===== src/rtl/core/lugd_pkg.sv =====
`timescale 1ns / 1ps

package lugd_pkg;

	// byte values that bound the byte classes
	localparam logic [7:0] ASCII_MAX = 8'h7F;
	localparam logic [7:0] LEAD2_MIN = 8'hC0;
	localparam logic [7:0] LEAD3_MIN = 8'hE0;
	localparam logic [7:0] LEAD4_MIN = 8'hF0;
	localparam logic [7:0] LEAD5_MIN = 8'hF8;
	localparam logic [7:0] LEAD6_MIN = 8'hFC;
	localparam logic [7:0] LEAD_END  = 8'hFE;
	localparam logic [1:0] CONT_TAG  = 2'b10;

	localparam int HELD_DEPTH  = 5;
	localparam int RAW_SLOTS   = 6;
	localparam int CP_W        = 31;
	localparam int LEN_W       = 3;
	localparam int QUEUE_DEPTH = 2;

	// one queued work item: raw bytes to give first, then an optional final glyph
	typedef struct packed {
		logic [RAW_SLOTS-1:0][7:0] raw_bytes;
		logic [LEN_W-1:0]          raw_cnt;
		logic                      has_final;
		logic [CP_W-1:0]           final_cp;
		logic [LEN_W-1:0]          final_len;
		logic                      final_raw;
	} lugd_cmd_t;

endpackage


===== src/rtl/core/lugd_byte_if.sv =====
`timescale 1ns / 1ps

interface lugd_byte_if;
	logic       valid;
	logic       ready;
	logic [7:0] in_byte;
	logic       end_of_string;

	modport source(output valid, output in_byte, output end_of_string, input ready);
	modport sink(input valid, input in_byte, input end_of_string, output ready);
endinterface


===== src/rtl/core/lugd_glyph_if.sv =====
`timescale 1ns / 1ps

interface lugd_glyph_if;
	logic        valid;
	logic        ready;
	logic [30:0] code_point;
	logic [2:0]  glyph_bytes;
	logic        is_raw;
	logic        last_of_run;

	modport source(output valid, output code_point, output glyph_bytes, output is_raw,
		output last_of_run, input ready);
	modport sink(input valid, input code_point, input glyph_bytes, input is_raw,
		input last_of_run, output ready);
endinterface


===== src/rtl/core/lugd_front.sv =====
`timescale 1ns / 1ps

module lugd_front
	import lugd_pkg::*;
(
	input  logic           clk,
	input  logic           arst_n,
	lugd_byte_if.sink      bytes,
	input  logic           full,
	output logic           push,
	output lugd_cmd_t      push_cmd
);

	typedef enum logic [1:0] {
		CLS_NUL,
		CLS_ASCII,
		CLS_RAW,
		CLS_LEAD
	} lugd_class_t;

	logic [7:0]       held_q [HELD_DEPTH];
	logic [LEN_W-1:0] exp_q;
	logic [LEN_W-1:0] cnt_q;

	logic [7:0]       b;
	logic             eos;
	logic             accept;
	logic             pending;
	logic             is_cont;
	lugd_class_t      cls;
	logic [LEN_W-1:0] lead_len;
	logic [LEN_W-1:0] b_pos;
	logic [LEN_W-1:0] exp_d;
	logic [LEN_W-1:0] cnt_d;
	logic             hold_write;
	logic [LEN_W-1:0] hold_idx;
	logic [CP_W-1:0]  decoded;
	lugd_cmd_t        cmd;

	assign b           = bytes.in_byte;
	assign eos         = bytes.end_of_string;
	assign bytes.ready = !full;
	assign accept      = bytes.valid && !full;

	assign pending = (exp_q != '0) && (cnt_q != '0) && (cnt_q < exp_q);
	assign is_cont = (b[7:6] == CONT_TAG);
	assign b_pos   = pending ? cnt_q : '0;

	// byte class and sequence length of a lead
	always_comb begin
		lead_len = 3'd6;
		if (b == 8'h00) begin
			cls = CLS_NUL;
		end else if (b inside {[8'h01:ASCII_MAX]}) begin
			cls = CLS_ASCII;
		end else if (b < LEAD2_MIN || b >= LEAD_END) begin
			cls = CLS_RAW;
		end else begin
			cls = CLS_LEAD;
		end
		if (b < LEAD3_MIN) lead_len = 3'd2;
		else if (b < LEAD4_MIN) lead_len = 3'd3;
		else if (b < LEAD5_MIN) lead_len = 3'd4;
		else if (b < LEAD6_MIN) lead_len = 3'd5;
	end

	// assemble the code point of a completed sequence
	always_comb begin
		case (exp_q)
			3'd2:    decoded = CP_W'({held_q[0][4:0], b[5:0]});
			3'd3:    decoded = CP_W'({held_q[0][3:0], held_q[1][5:0], b[5:0]});
			3'd4:    decoded = CP_W'({held_q[0][2:0], held_q[1][5:0], held_q[2][5:0],
				b[5:0]});
			3'd5:    decoded = CP_W'({held_q[0][1:0], held_q[1][5:0], held_q[2][5:0],
				held_q[3][5:0], b[5:0]});
			default: decoded = {held_q[0][0], held_q[1][5:0], held_q[2][5:0],
				held_q[3][5:0], held_q[4][5:0], b[5:0]};
		endcase
	end

	// work out the queued item and the next sequence state
	always_comb begin
		cmd        = '0;
		exp_d      = '0;
		cnt_d      = '0;
		hold_write = 1'b0;
		hold_idx   = '0;
		for (int i = 0; i < RAW_SLOTS; i++) begin
			if (i < HELD_DEPTH && LEN_W'(i) != b_pos) begin
				cmd.raw_bytes[i] = held_q[i];
			end else begin
				cmd.raw_bytes[i] = b;
			end
		end
		if (pending && is_cont) begin
			if (cnt_q + 3'd1 == exp_q) begin
				cmd.has_final = 1'b1;
				cmd.final_cp  = decoded;
				cmd.final_len = exp_q;
				cmd.final_raw = 1'b0;
			end else begin
				hold_write = 1'b1;
				hold_idx   = cnt_q;
				if (eos) begin
					cmd.raw_cnt = cnt_q + 3'd1;
				end else begin
					exp_d = exp_q;
					cnt_d = cnt_q + 3'd1;
				end
			end
		end else begin
			cmd.raw_cnt   = b_pos;
			cmd.final_cp  = CP_W'(b);
			cmd.final_len = 3'd1;
			case (cls)
				CLS_ASCII: begin
					cmd.has_final = 1'b1;
					cmd.final_raw = 1'b0;
				end
				CLS_RAW: begin
					cmd.has_final = 1'b1;
					cmd.final_raw = 1'b1;
				end
				CLS_LEAD: begin
					if (eos) begin
						cmd.raw_cnt = b_pos + 3'd1;
					end else begin
						hold_write = 1'b1;
						hold_idx   = '0;
						exp_d      = lead_len;
						cnt_d      = 3'd1;
					end
				end
				default: begin
				end
			endcase
		end
	end

	assign push     = accept && (cmd.has_final || cmd.raw_cnt != '0);
	assign push_cmd = cmd;

	// sequence state
	always_ff @(posedge clk or negedge arst_n) begin
		if (!arst_n) begin
			exp_q <= '0;
			cnt_q <= '0;
		end else if (accept) begin
			exp_q <= exp_d;
			cnt_q <= cnt_d;
		end
	end

	// held bytes, no reset
	always_ff @(posedge clk) begin
		if (accept && hold_write) begin
			held_q[hold_idx] <= b;
		end
	end

	a_idle_count: assert property (@(posedge clk) disable iff (!arst_n)
		exp_q == '0 |-> cnt_q == '0)
		else $error("held count nonzero with no sequence pending");

	a_count_below_len: assert property (@(posedge clk) disable iff (!arst_n)
		exp_q != '0 |-> (cnt_q != '0 && cnt_q < exp_q))
		else $error("held count out of range for pending sequence");

endmodule


===== src/rtl/core/lugd_fifo.sv =====
`timescale 1ns / 1ps

module lugd_fifo
	import lugd_pkg::*;
#(
	parameter int DEPTH = QUEUE_DEPTH
) (
	input  logic      clk,
	input  logic      arst_n,
	input  logic      push,
	input  lugd_cmd_t push_cmd,
	output logic      full,
	input  logic      pop,
	output logic      empty,
	output lugd_cmd_t head
);

	localparam int PW = (DEPTH > 1) ? $clog2(DEPTH) : 1;
	localparam int CW = $clog2(DEPTH + 1);

	lugd_cmd_t      mem_q [DEPTH];
	logic [PW-1:0]  wr_ptr_q;
	logic [PW-1:0]  rd_ptr_q;
	logic [CW-1:0]  count_q;

	assign full  = (count_q == CW'(DEPTH));
	assign empty = (count_q == '0);
	assign head  = mem_q[rd_ptr_q];

	// pointers and fill count
	always_ff @(posedge clk or negedge arst_n) begin
		if (!arst_n) begin
			wr_ptr_q <= '0;
			rd_ptr_q <= '0;
			count_q  <= '0;
		end else begin
			if (push) begin
				wr_ptr_q <= (wr_ptr_q == PW'(DEPTH - 1)) ? '0 : wr_ptr_q + 1'b1;
			end
			if (pop) begin
				rd_ptr_q <= (rd_ptr_q == PW'(DEPTH - 1)) ? '0 : rd_ptr_q + 1'b1;
			end
			if (push && !pop) begin
				count_q <= count_q + 1'b1;
			end else if (pop && !push) begin
				count_q <= count_q - 1'b1;
			end
		end
	end

	// entry storage
	always_ff @(posedge clk) begin
		if (push) begin
			mem_q[wr_ptr_q] <= push_cmd;
		end
	end

	a_no_overrun: assert property (@(posedge clk) disable iff (!arst_n)
		!(push && full) && !(pop && empty))
		else $error("queue pushed when full or popped when empty");

endmodule


===== src/rtl/core/lugd_back.sv =====
`timescale 1ns / 1ps

module lugd_back
	import lugd_pkg::*;
(
	input  logic        clk,
	input  logic        arst_n,
	input  logic        empty,
	input  lugd_cmd_t   head,
	output logic        pop,
	lugd_glyph_if.source glyphs
);

	logic [LEN_W-1:0] idx_q;
	logic             valid_q;
	logic [CP_W-1:0]  cp_q;
	logic [LEN_W-1:0] len_q;
	logic             raw_q;
	logic             last_q;

	logic [LEN_W-1:0] total;
	logic             is_last;
	logic             load;
	logic [CP_W-1:0]  cp_d;
	logic [LEN_W-1:0] len_d;
	logic             raw_d;

	assign total   = head.raw_cnt + LEN_W'(head.has_final);
	assign is_last = (idx_q + 3'd1 == total);
	assign load    = !empty && (!valid_q || glyphs.ready);
	assign pop     = load && is_last;

	// pick the glyph at the current position of the head item
	always_comb begin
		if (idx_q < head.raw_cnt) begin
			cp_d  = CP_W'(head.raw_bytes[idx_q]);
			len_d = 3'd1;
			raw_d = 1'b1;
		end else begin
			cp_d  = head.final_cp;
			len_d = head.final_len;
			raw_d = head.final_raw;
		end
	end

	// position within the head item and output valid
	always_ff @(posedge clk or negedge arst_n) begin
		if (!arst_n) begin
			idx_q   <= '0;
			valid_q <= 1'b0;
		end else begin
			if (load) begin
				idx_q   <= is_last ? '0 : idx_q + 3'd1;
				valid_q <= 1'b1;
			end else if (glyphs.ready) begin
				valid_q <= 1'b0;
			end
		end
	end

	// output payload
	always_ff @(posedge clk) begin
		if (load) begin
			cp_q   <= cp_d;
			len_q  <= len_d;
			raw_q  <= raw_d;
			last_q <= is_last;
		end
	end

	assign glyphs.valid       = valid_q;
	assign glyphs.code_point  = cp_q;
	assign glyphs.glyph_bytes = len_q;
	assign glyphs.is_raw      = raw_q;
	assign glyphs.last_of_run = last_q;

	a_idx_in_item: assert property (@(posedge clk) disable iff (!arst_n)
		!empty |-> idx_q < total)
		else $error("glyph position past end of queued item");

endmodule


===== src/rtl/core/lenient_utf8_glyph_decoder.sv =====
`timescale 1ns / 1ps
// a byte is written into the queue, then its first glyph into the output register
// throughput: one byte per cycle if the sink is ready and no byte yields two glyphs
// the output gives one glyph per cycle while ready, each glyph of a byte in turn
// the queue between byte front and glyph back absorbs bursts of fallback glyphs
// reset clears sequence state, queue and output valid; held bytes are not reset
module lenient_utf8_glyph_decoder
	import lugd_pkg::*;
#(
	parameter int QDEPTH = QUEUE_DEPTH
) (
	input  logic         clk,
	input  logic         arst_n,
	lugd_byte_if.sink    bytes,
	lugd_glyph_if.source glyphs
);

	logic      full;
	logic      push;
	logic      pop;
	logic      empty;
	lugd_cmd_t push_cmd;
	lugd_cmd_t head;

	lugd_front u_front (
		.clk      (clk),
		.arst_n   (arst_n),
		.bytes    (bytes),
		.full     (full),
		.push     (push),
		.push_cmd (push_cmd)
	);

	lugd_fifo #(
		.DEPTH (QDEPTH)
	) u_fifo (
		.clk      (clk),
		.arst_n   (arst_n),
		.push     (push),
		.push_cmd (push_cmd),
		.full     (full),
		.pop      (pop),
		.empty    (empty),
		.head     (head)
	);

	lugd_back u_back (
		.clk    (clk),
		.arst_n (arst_n),
		.empty  (empty),
		.head   (head),
		.pop    (pop),
		.glyphs (glyphs)
	);

endmodule

===== src/flat_wrapper.sv =====
// flat-port wrapper written by rule: the top's interface ports become plain ports
module lenient_utf8_glyph_decoder_flat import lugd_pkg::*;
#(
	parameter int QDEPTH = QUEUE_DEPTH
)
  (clk, arst_n, bytes_valid, bytes_in_byte, bytes_end_of_string, bytes_ready, glyphs_valid, glyphs_code_point, glyphs_glyph_bytes, glyphs_is_raw, glyphs_last_of_run, glyphs_ready);
  lugd_byte_if bytes_i ();
  lugd_glyph_if glyphs_i ();
  input  logic clk;
  input  logic arst_n;
  input wire logic [$bits(bytes_i.valid)-1:0] bytes_valid;
  input wire logic [$bits(bytes_i.in_byte)-1:0] bytes_in_byte;
  input wire logic [$bits(bytes_i.end_of_string)-1:0] bytes_end_of_string;
  output wire logic [$bits(bytes_i.ready)-1:0] bytes_ready;
  output wire logic [$bits(glyphs_i.valid)-1:0] glyphs_valid;
  output wire logic [$bits(glyphs_i.code_point)-1:0] glyphs_code_point;
  output wire logic [$bits(glyphs_i.glyph_bytes)-1:0] glyphs_glyph_bytes;
  output wire logic [$bits(glyphs_i.is_raw)-1:0] glyphs_is_raw;
  output wire logic [$bits(glyphs_i.last_of_run)-1:0] glyphs_last_of_run;
  input wire logic [$bits(glyphs_i.ready)-1:0] glyphs_ready;
  assign bytes_i.valid = bytes_valid;
  assign bytes_i.in_byte = bytes_in_byte;
  assign bytes_i.end_of_string = bytes_end_of_string;
  assign bytes_ready = bytes_i.ready;
  assign glyphs_valid = glyphs_i.valid;
  assign glyphs_code_point = glyphs_i.code_point;
  assign glyphs_glyph_bytes = glyphs_i.glyph_bytes;
  assign glyphs_is_raw = glyphs_i.is_raw;
  assign glyphs_last_of_run = glyphs_i.last_of_run;
  assign glyphs_i.ready = glyphs_ready;
  lenient_utf8_glyph_decoder #(.QDEPTH(QDEPTH)) u_core (.clk(clk), .arst_n(arst_n), .bytes(bytes_i), .glyphs(glyphs_i));
endmodule

===== config.mk =====
export PLATFORM = sky130hd
export DESIGN_NAME = lenient_utf8_glyph_decoder_flat
export DESIGN_NICKNAME = d
export VERILOG_FILES = /design/src/rtl/core/lugd_pkg.sv /design/src/rtl/core/lugd_byte_if.sv /design/src/rtl/core/lugd_glyph_if.sv /design/src/rtl/core/lugd_front.sv /design/src/rtl/core/lugd_fifo.sv /design/src/rtl/core/lugd_back.sv /design/src/rtl/core/lenient_utf8_glyph_decoder.sv /design/src/flat_wrapper.sv
export SDC_FILE = /design/constraint.sdc
export NUM_CORES = 1
export LEC_CHECK = 0
export BUFFER_PORTS_ARGS = -buffer_cell sky130_fd_sc_hd__buf_2
export CAP_MARGIN = 20
export CORE_ASPECT_RATIO = 0.8
export CORE_UTILIZATION = 43
export DETAILED_ROUTE_END_ITERATION = 7
export PLACE_DENSITY = 0.6
export RECOVER_POWER = 25
export SLEW_MARGIN = 0
export SYNTH_ARGS = -nofsm -noshare
export SYNTH_HDL_FRONTEND = slang
export SYNTH_SLANG_ARGS = --single-unit
export TNS_END_PERCENT = 100

===== constraint.sdc =====
create_clock -name clk -period 6.97 [get_ports clk]
set_clock_uncertainty 0.2 [all_clocks]
set_input_delay 1.0455 -clock clk [delete_from_list [all_inputs] [get_ports clk]]
set_output_delay 1.0455 -clock clk [all_outputs]
set_load 0.02 [all_outputs]

Yosys cells after proc, flatten, opt, wreduce, memory -nomap -nowiden:

Memories as Yosys holds them, arrays and structs flattened.
Cells that the tools add are included.
W data, S select, Z words.

* reductions and logical operators: 29
* add/subtract/negate cells: 8
* order comparisons: 11
* mux-type cells: 52
* equality and inequality tests: 16

Operators by type and width (count)
* $pmux W31 S4: 1
* $mux W8: 7
* $mux W3: 18
* $lt A8 B8 Y1 const B: 5
* $mux W39: 1
* $mux W36: 1
* $bmux W8 S3: 1
* $mux W1: 17
* $mux W2: 6
* $reduce_bool A3 Y1: 4
* $logic_and A1 B1 Y1: 11
* $add A3 B1 Y3 const B: 3
* $eq A2 B2 Y1 const B: 4
* $ge A8 B1 Y1 const B: 1
* $ge A8 B8 Y1 const B: 1
* $le A8 B7 Y1 const B: 1
* $logic_not A8 Y1: 1
* $eq A3 B2 Y1 const B: 2
* $eq A3 B3 Y1: 2
* $eq A3 B3 Y1 const B: 2
* $lt A3 B3 Y1: 2
* $ne A2 B3 Y1 const A: 2
* $logic_not A1 Y1: 5
* $lt A3 B4 Y1 const B: 1
* 13 further kinds: 17

* memory bits (writable): 214
* output and inout port bits: 38
* input port bits: 13
* memories kept: 2
* register bits: 50
* logic and storage cells: 130

Memory list
* u_core.u_fifo.mem_q: depth 2, width 87, read ports 1, clocked after Yosys merged registers in 0, write ports 1, RTL line lugd_fifo.sv:21 `lugd_cmd_t mem_q [DEPTH];`
* u_core.u_front.held_q: depth 5, width 8, read ports 5, clocked after Yosys merged registers in 0, write ports 1, RTL line lugd_front.sv:21 `logic [7:0] held_q [HELD_DEPTH];`

Longest topological paths before layout:

* depth after elaboration: 16
* mapped depth: 17
* mapped depth without buffers: 16

Cells and area by module:

A second synthesis with hierarchy kept.

* cells, all modules: 801
* area, all modules: 12034.0 um^2

Modules (own cells, without submodules)
* lugd_fifo: area an instance 6541.3 um^2, times used 1, cells an instance 287
* lugd_front: area an instance 3463.3 um^2, times used 1, cells an instance 370
* lugd_back: area an instance 2029.4 um^2, times used 1, cells an instance 144

Least setup slack after synthesis:

No wires, ideal clock.

* kind: input port to flip-flop
* start: input port bytes_in_byte[2]
* end: memory u_core.u_fifo.mem_q[0][0] (netlist bit), enable pin
* path buffers: 1
* data required time: 6.226 ns
* slack: -0.197 ns
* arrival: 6.423 ns
* stages on the path: 10
* cell sequence: clkbuf_1 > nor4_1 > a21oi_1 > o22a_1 > ha_1 > nand2_1 > and4_1 > o31ai_1 > a41oi_2 > nor2b_1

* cells in the longest elaborated chain, start to end: 13
* elaborated cells on any way between the ends: 22
* those cells by class: 4 x order compare; 3 x eq/ne; 8 x mux; 7 x reduce/logical

RTL lines
* from (decl): RTL line flat_wrapper.sv:12 `input wire logic [$bits(bytes_i.in_byte)-1:0] bytes_in_byte;`
* $lt A8 B8 Y1 or $ge A8 B8 Y1 (tied branches): RTL line lugd_front.sv:56 `end else if (b < LEAD2_MIN || b >= LEAD_END) begin`
* $logic_or A1 B1 Y1: RTL line lugd_front.sv:56
* $mux W1: RTL line lugd_front.sv:56
* $mux W2: RTL line lugd_front.sv:54 `end else if (b inside {[8'h01:ASCII_MAX]}) begin`
* $mux W2 *: RTL line lugd_front.sv:52 `if (b == 8'h00) begin`
* $eq A2 B2 Y1 or $eq A2 B1 Y1 (tied branches): RTL line lugd_front.sv:115 `case (cls)`
* $mux W3 or $reduce_or A2 Y1 (tied branches)
* $mux W39 *: RTL line lugd_front.sv:95 `if (pending && is_cont) begin`
* $reduce_bool A3 Y1 or $mux W39 (tied branches): RTL line lugd_front.sv:140, lugd_front.sv:95
* $logic_or A1 B1 Y1 *: RTL line lugd_front.sv:140 `assign push = accept && (cmd.has_final || cmd.raw_cnt != '0);`
* $logic_and A1 B1 Y1 *: RTL line lugd_front.sv:140
* net u_core.push: RTL line lenient_utf8_glyph_decoder.sv:19 `logic push;`
* $mux W1 *: RTL line lugd_fifo.sv:53 `if (push) begin`
* $mux W1 (not written as such) *: RTL line lugd_fifo.sv:54 `mem_q[wr_ptr_q] <= push_cmd;`
* to (decl): RTL line lugd_fifo.sv:21

The timed path passes the listed nets; every way through them passes the cells marked *.

Final worst setup path:

* start: register u_core.u_front.cnt_q[0]
* end: memory u_core.u_fifo.mem_q[1][50] (netlist bit), enable pin

* cells in the longest elaborated chain, start to end: 13
* elaborated cells on any way between the ends: 20
* those cells by class: 2 x add/sub; 1 x order compare; 1 x eq/ne; 9 x mux; 7 x reduce/logical

RTL lines
* from (decl): RTL line lugd_front.sv:23 `logic [LEN_W-1:0] cnt_q;`
* from (signal assigned): RTL line lugd_front.sv:150 `cnt_q <= cnt_d;`
* parallel branches: the longest is 7 deep, another holds $lt A3 B3 Y1
* $mux W39 *: RTL line lugd_front.sv:95
* $reduce_bool A3 Y1: RTL line lugd_front.sv:140
* $logic_or A1 B1 Y1 *: RTL line lugd_front.sv:140
* $logic_and A1 B1 Y1 *: RTL line lugd_front.sv:140
* net u_core.push: RTL line lenient_utf8_glyph_decoder.sv:19
* $mux W1 *: RTL line lugd_fifo.sv:53
* $mux W1 (not written as such) *: RTL line lugd_fifo.sv:54

Mark *: on every way through the listed nets, which the timed path passes.

==> impl_metrics.tcl <==
set metrics [dict create \
    antenna_found_initial 1 \
    routedWlPerCell_um 21.24 \
    endpoint_kind "flip-flop" \
    path_class "flip-flop to flip-flop" \
    ys_warn_count 0 \
    rsz0062_at_grt "false" \
    ys_seq_elements 264 \
    clk_transition_reported_paths_ns 0.06 \
    hold_path_class "flip-flop to flip-flop" \
    place_congestion 0.8585 \
    hold_path_depth 2 \
    outcome "finished, violations left" \
    drt-pass1-iter-count 5 \
    dieArea_sq_um 27600 \
    area.growth.synth_to_final_pct 13.22 \
    via_per_inst 5.458 \
    ioPinCount 51 \
    synth-adder-area-share_pct 1.944 \
    start_util_pct 43.88 \
    r2r_slack_ns 2.33 \
    worst-r2r-cell-count 13 \
    arrival_ns 4.64 \
    min_period_ns 4.639 \
    holdPathEnd "u_core.u_back.glyphs.valid" \
    grt_pass1_wl_um 39120 \
    cts_buffers 28 \
    finalCritPeriodShare_pct 66.56 \
    ys.flop_type "edfxtp_1" \
    hold_viol_final 0 \
    finalSetupViolations 0 \
    num_antenna_cells 0 \
    max_freq_ghz 0.2156 \
    totalWireLength_um 25490 \
    cts_buffer_depth 3 \
    nets 853 \
    die_w_um 185.5 \
    cts_tree "built" \
    ctsHoldBuffers 0 \
    final_area_sq_um 13110 \
    synth_seq_area_share_pct 67.84 \
    fp.dieH_um 148.8 \
    antenna_left 0 \
    synthMuxAreaShare_pct 13.94 \
    start_kind "flip-flop" \
    synth_edf_count 250 \
    synth_area_per_cell_sq_um 15.00 \
    drc 0 \
    violations "capacitance limit, slew limit" \
    first_global_vias 6420 \
    crit_required_ns 6.97 \
    maxSlewHeadroom_pct -31.94 \
    async_reset_ff_share_pct 5.303 \
    row_count 53 \
    worst_slack_ns 2.331 \
    synth_cells 772 \
    peakVddDrop_mv 0.2477 \
    n_fill_cell 2265 \
    cts.sinks 264 \
    htreeDepth 1 \
    synth.distinct_cells 50 \
    dr.first_iter.drc_count 640 \
    p_per_area_nw_per_um2 396.5 \
    vias 6550 \
    hpwl_um 16500 \
    multi_input_area_sq_um 3496 \
    r2r-start "u_core.u_front.cnt_q[0]" \
    dp_worst_setup_slack_ns 2.193 \
    drv_slew 40 \
    synth_compound_area_share_pct 5.542 \
    grt_start_max_net_pins 63 \
    postCtsSetupBuffers 0 \
    cts_resized 0 \
    tns_ns 0 \
    tightest_slew_ns 1.979 \
    grt_usage_pct 19.28 \
    cts_root_buf "clkbuf_16" \
    cap_violations 1 \
    drive_gt1_share_pct 16.61 \
    leakagePower_nw 4.473 \
    r2r-end "u_core.u_fifo.mem_q[1][50]" \
    register_area_sq_um 7861 \
    synthXorXnorAreaFrac_pct 1.232 \
    hp-start "u_core.u_back.glyphs.valid" \
    cp_max_fo 62 \
    coreArea_sq_um 26390 \
    crit_start "u_core.u_front.cnt_q[0]" \
    synth.cell_area_sq_um 11580 \
    clk_latency_ns 0.54 \
    synth_fp_nets 803 \
    overflow 0 \
    io_buffer_count 50 \
    synth_top_family_by_area "multiplexers" \
    placed_cell_area_sq_um 12270 \
    synthSimpleGateAreaFrac_pct 7.151 \
]
## cell type report
class	instances	share of cell area, %
inverter	22	0.6297
multi-input combinational	441	26.66
clock buffer	31	5.429
tap	357	3.406
clock inverter	20	1.393
sequential	264	59.95
timing repair buffer	65	2.538
## cells in the mapped netlist, types with 11 or more instances
| cell type | number | share of area, % |
|---|---|---|
| a211oi_1 | 15 | 0.97 |
| a21oi_1 | 31 | 1.3 |
| and2_1 | 18 | 0.97 |
| buf_2 | 11 | 0.48 |
| clkbuf_1 | 28 | 0.91 |
| dfrtp_1 | 14 | 3.0 |
| edfxtp_1 | 250 | 65 |
| ha_1 | 18 | 1.9 |
| inv_1 | 21 | 0.68 |
| mux2_2 | 42 | 4.1 |
| mux2i_1 | 60 | 5.2 |
| mux4_2 | 24 | 4.7 |
| nand2_1 | 51 | 1.7 |
| nand3_1 | 14 | 0.60 |
| nor2_1 | 73 | 2.4 |
| o21ai_0 | 27 | 1.2 |
## report_power, final
group	switching [W]	internal (W)	total [W]
logic	0.000900	0.000519	0.00142
clock network	0.000594	0.000845	0.00144
registers	0.000179	0.00216	0.00234
## routing by layer
| layer | routed length (um) | GRT usage (%) | vias to the layer above |
|---|---|---|---|
| li1 | - | - | 3026 |
| met1 | 12260 | 30.04 | 3236 |
| met2 | 10890 | 28.01 | 237 |
| met3 | 1714 | 2.930 | 49 |
| met4 | 614 | 5.207 | 2 |
| met5 | 13 | 0 | - |
## kinds of logic after synthesis
family | Yosys count
XOR/XNOR | 13
multiplexers | 126
AO/OA/AOI/OAI | 102
adder cells (fa/ha/maj) | 18
flip-flops | 264
AND/OR/NAND/NOR | 182
buffers and inverters | 67
## through the flow
step | power, W | instances | utilization (%) | hold WS (ns)
finish | 0.005199 | 1200 | 49.69 | 0.3090
global route | 0.005482 | 1200 | 49.69 | 0.3418
CTS | 0.005281 | 1199 | 49.86 | 0.1860
detailed placement | 0.003839 | 1148 | 46.47 | 0.2974
global placement | 0.003804 | 1146 | 46.33 | 0.2742
floorplan | 0.003347 | 772 | - | 0.2731
## worst max-delay path, stage by stage, from the launching register on
cell and delay, ns:
dfrtp_1 0.53, inv_1 0.25, ha_1 0.29, a211oi_4 0.45, and2_1 0.27, nand2_1 0.12
inv_1 0.11, ha_1 0.14, ha_1 0.22, inv_1 0.06, a2bb2oi_1 0.09, a41oi_2 0.28
and2_4 0.79, buf_4 0.48
## placed cells by master, fill, tap and decap left out, types with 2 or more instances in the layout
| cell type | synthesis | final |
|---|---|---|
| edfxtp_1 | 250 | 250 |
| nor2_1 | 73 | 72 |
| mux2i_1 | 60 | 60 |
| nand2_1 | 51 | 51 |
| clkbuf_1 | 28 | 47 |
| mux2_2 | 42 | 42 |
| a21oi_1 | 31 | 31 |
| clkbuf_16 | 0 | 28 |
| o21ai_0 | 27 | 27 |
| mux4_2 | 24 | 24 |
| inv_1 | 21 | 21 |
| ha_1 | 18 | 18 |
| and2_1 | 18 | 17 |
| a211oi_1 | 15 | 15 |
| nand3_1 | 14 | 14 |
| dfrtp_1 | 14 | 13 |
| buf_4 | 2 | 11 |
| clkinv_1 | 1 | 9 |
| o22ai_1 | 8 | 8 |
| xor2_1 | 7 | 7 |
| buf_2 | 11 | 7 |
| clkinv_2 | 0 | 6 |
| nor2b_1 | 6 | 5 |
| nor3_1 | 6 | 4 |
| nand2b_1 | 4 | 4 |
| xnor2_1 | 4 | 4 |
| o31ai_1 | 4 | 4 |
| nand4_1 | 3 | 3 |
| bufinv_16 | 0 | 3 |
| a2bb2oi_1 | 2 | 2 |
| nor3_2 | 0 | 2 |
| a211o_1 | 2 | 2 |
| buf_6 | 0 | 2 |
## state kept, by name, indices dropped and copies added (netlist names)
register / cells
u_core.u_fifo.mem_q: 174
u_core.u_front.held_q: 40
u_core.u_back.glyphs.code_point: 31
u_core.u_back.glyphs.glyph_bytes: 3
u_core.u_back.idx_q: 3
u_core.u_front.cnt_q: 3
u_core.u_front.exp_q: 3
u_core.u_fifo.count_q: 2
u_core.u_back.glyphs.is_raw: 1
u_core.u_back.glyphs.last_of_run: 1
u_core.u_back.glyphs.valid: 1
u_core.u_fifo.rd_ptr_q: 1
u_core.u_fifo.wr_ptr_q: 1
## how the worst max path moves through the flow
stage,end,slack [ns],cells after the start
3_3_place_gp,u_core.u_fifo.mem_q[1][61],2.23,11
3_5_place_dp,u_core.u_fifo.mem_q[1][69],2.19,7
5_1_grt,u_core.u_fifo.mem_q[1][69],2.04,13
4_1_cts,u_core.u_fifo.mem_q[1][42],2.32,13
6_report,u_core.u_fifo.mem_q[1][50],2.33,13
2_1_floorplan,u_core.u_fifo.mem_q[0][0],1.47,10
No activity file was read; power rests on OpenSTA's default activity.
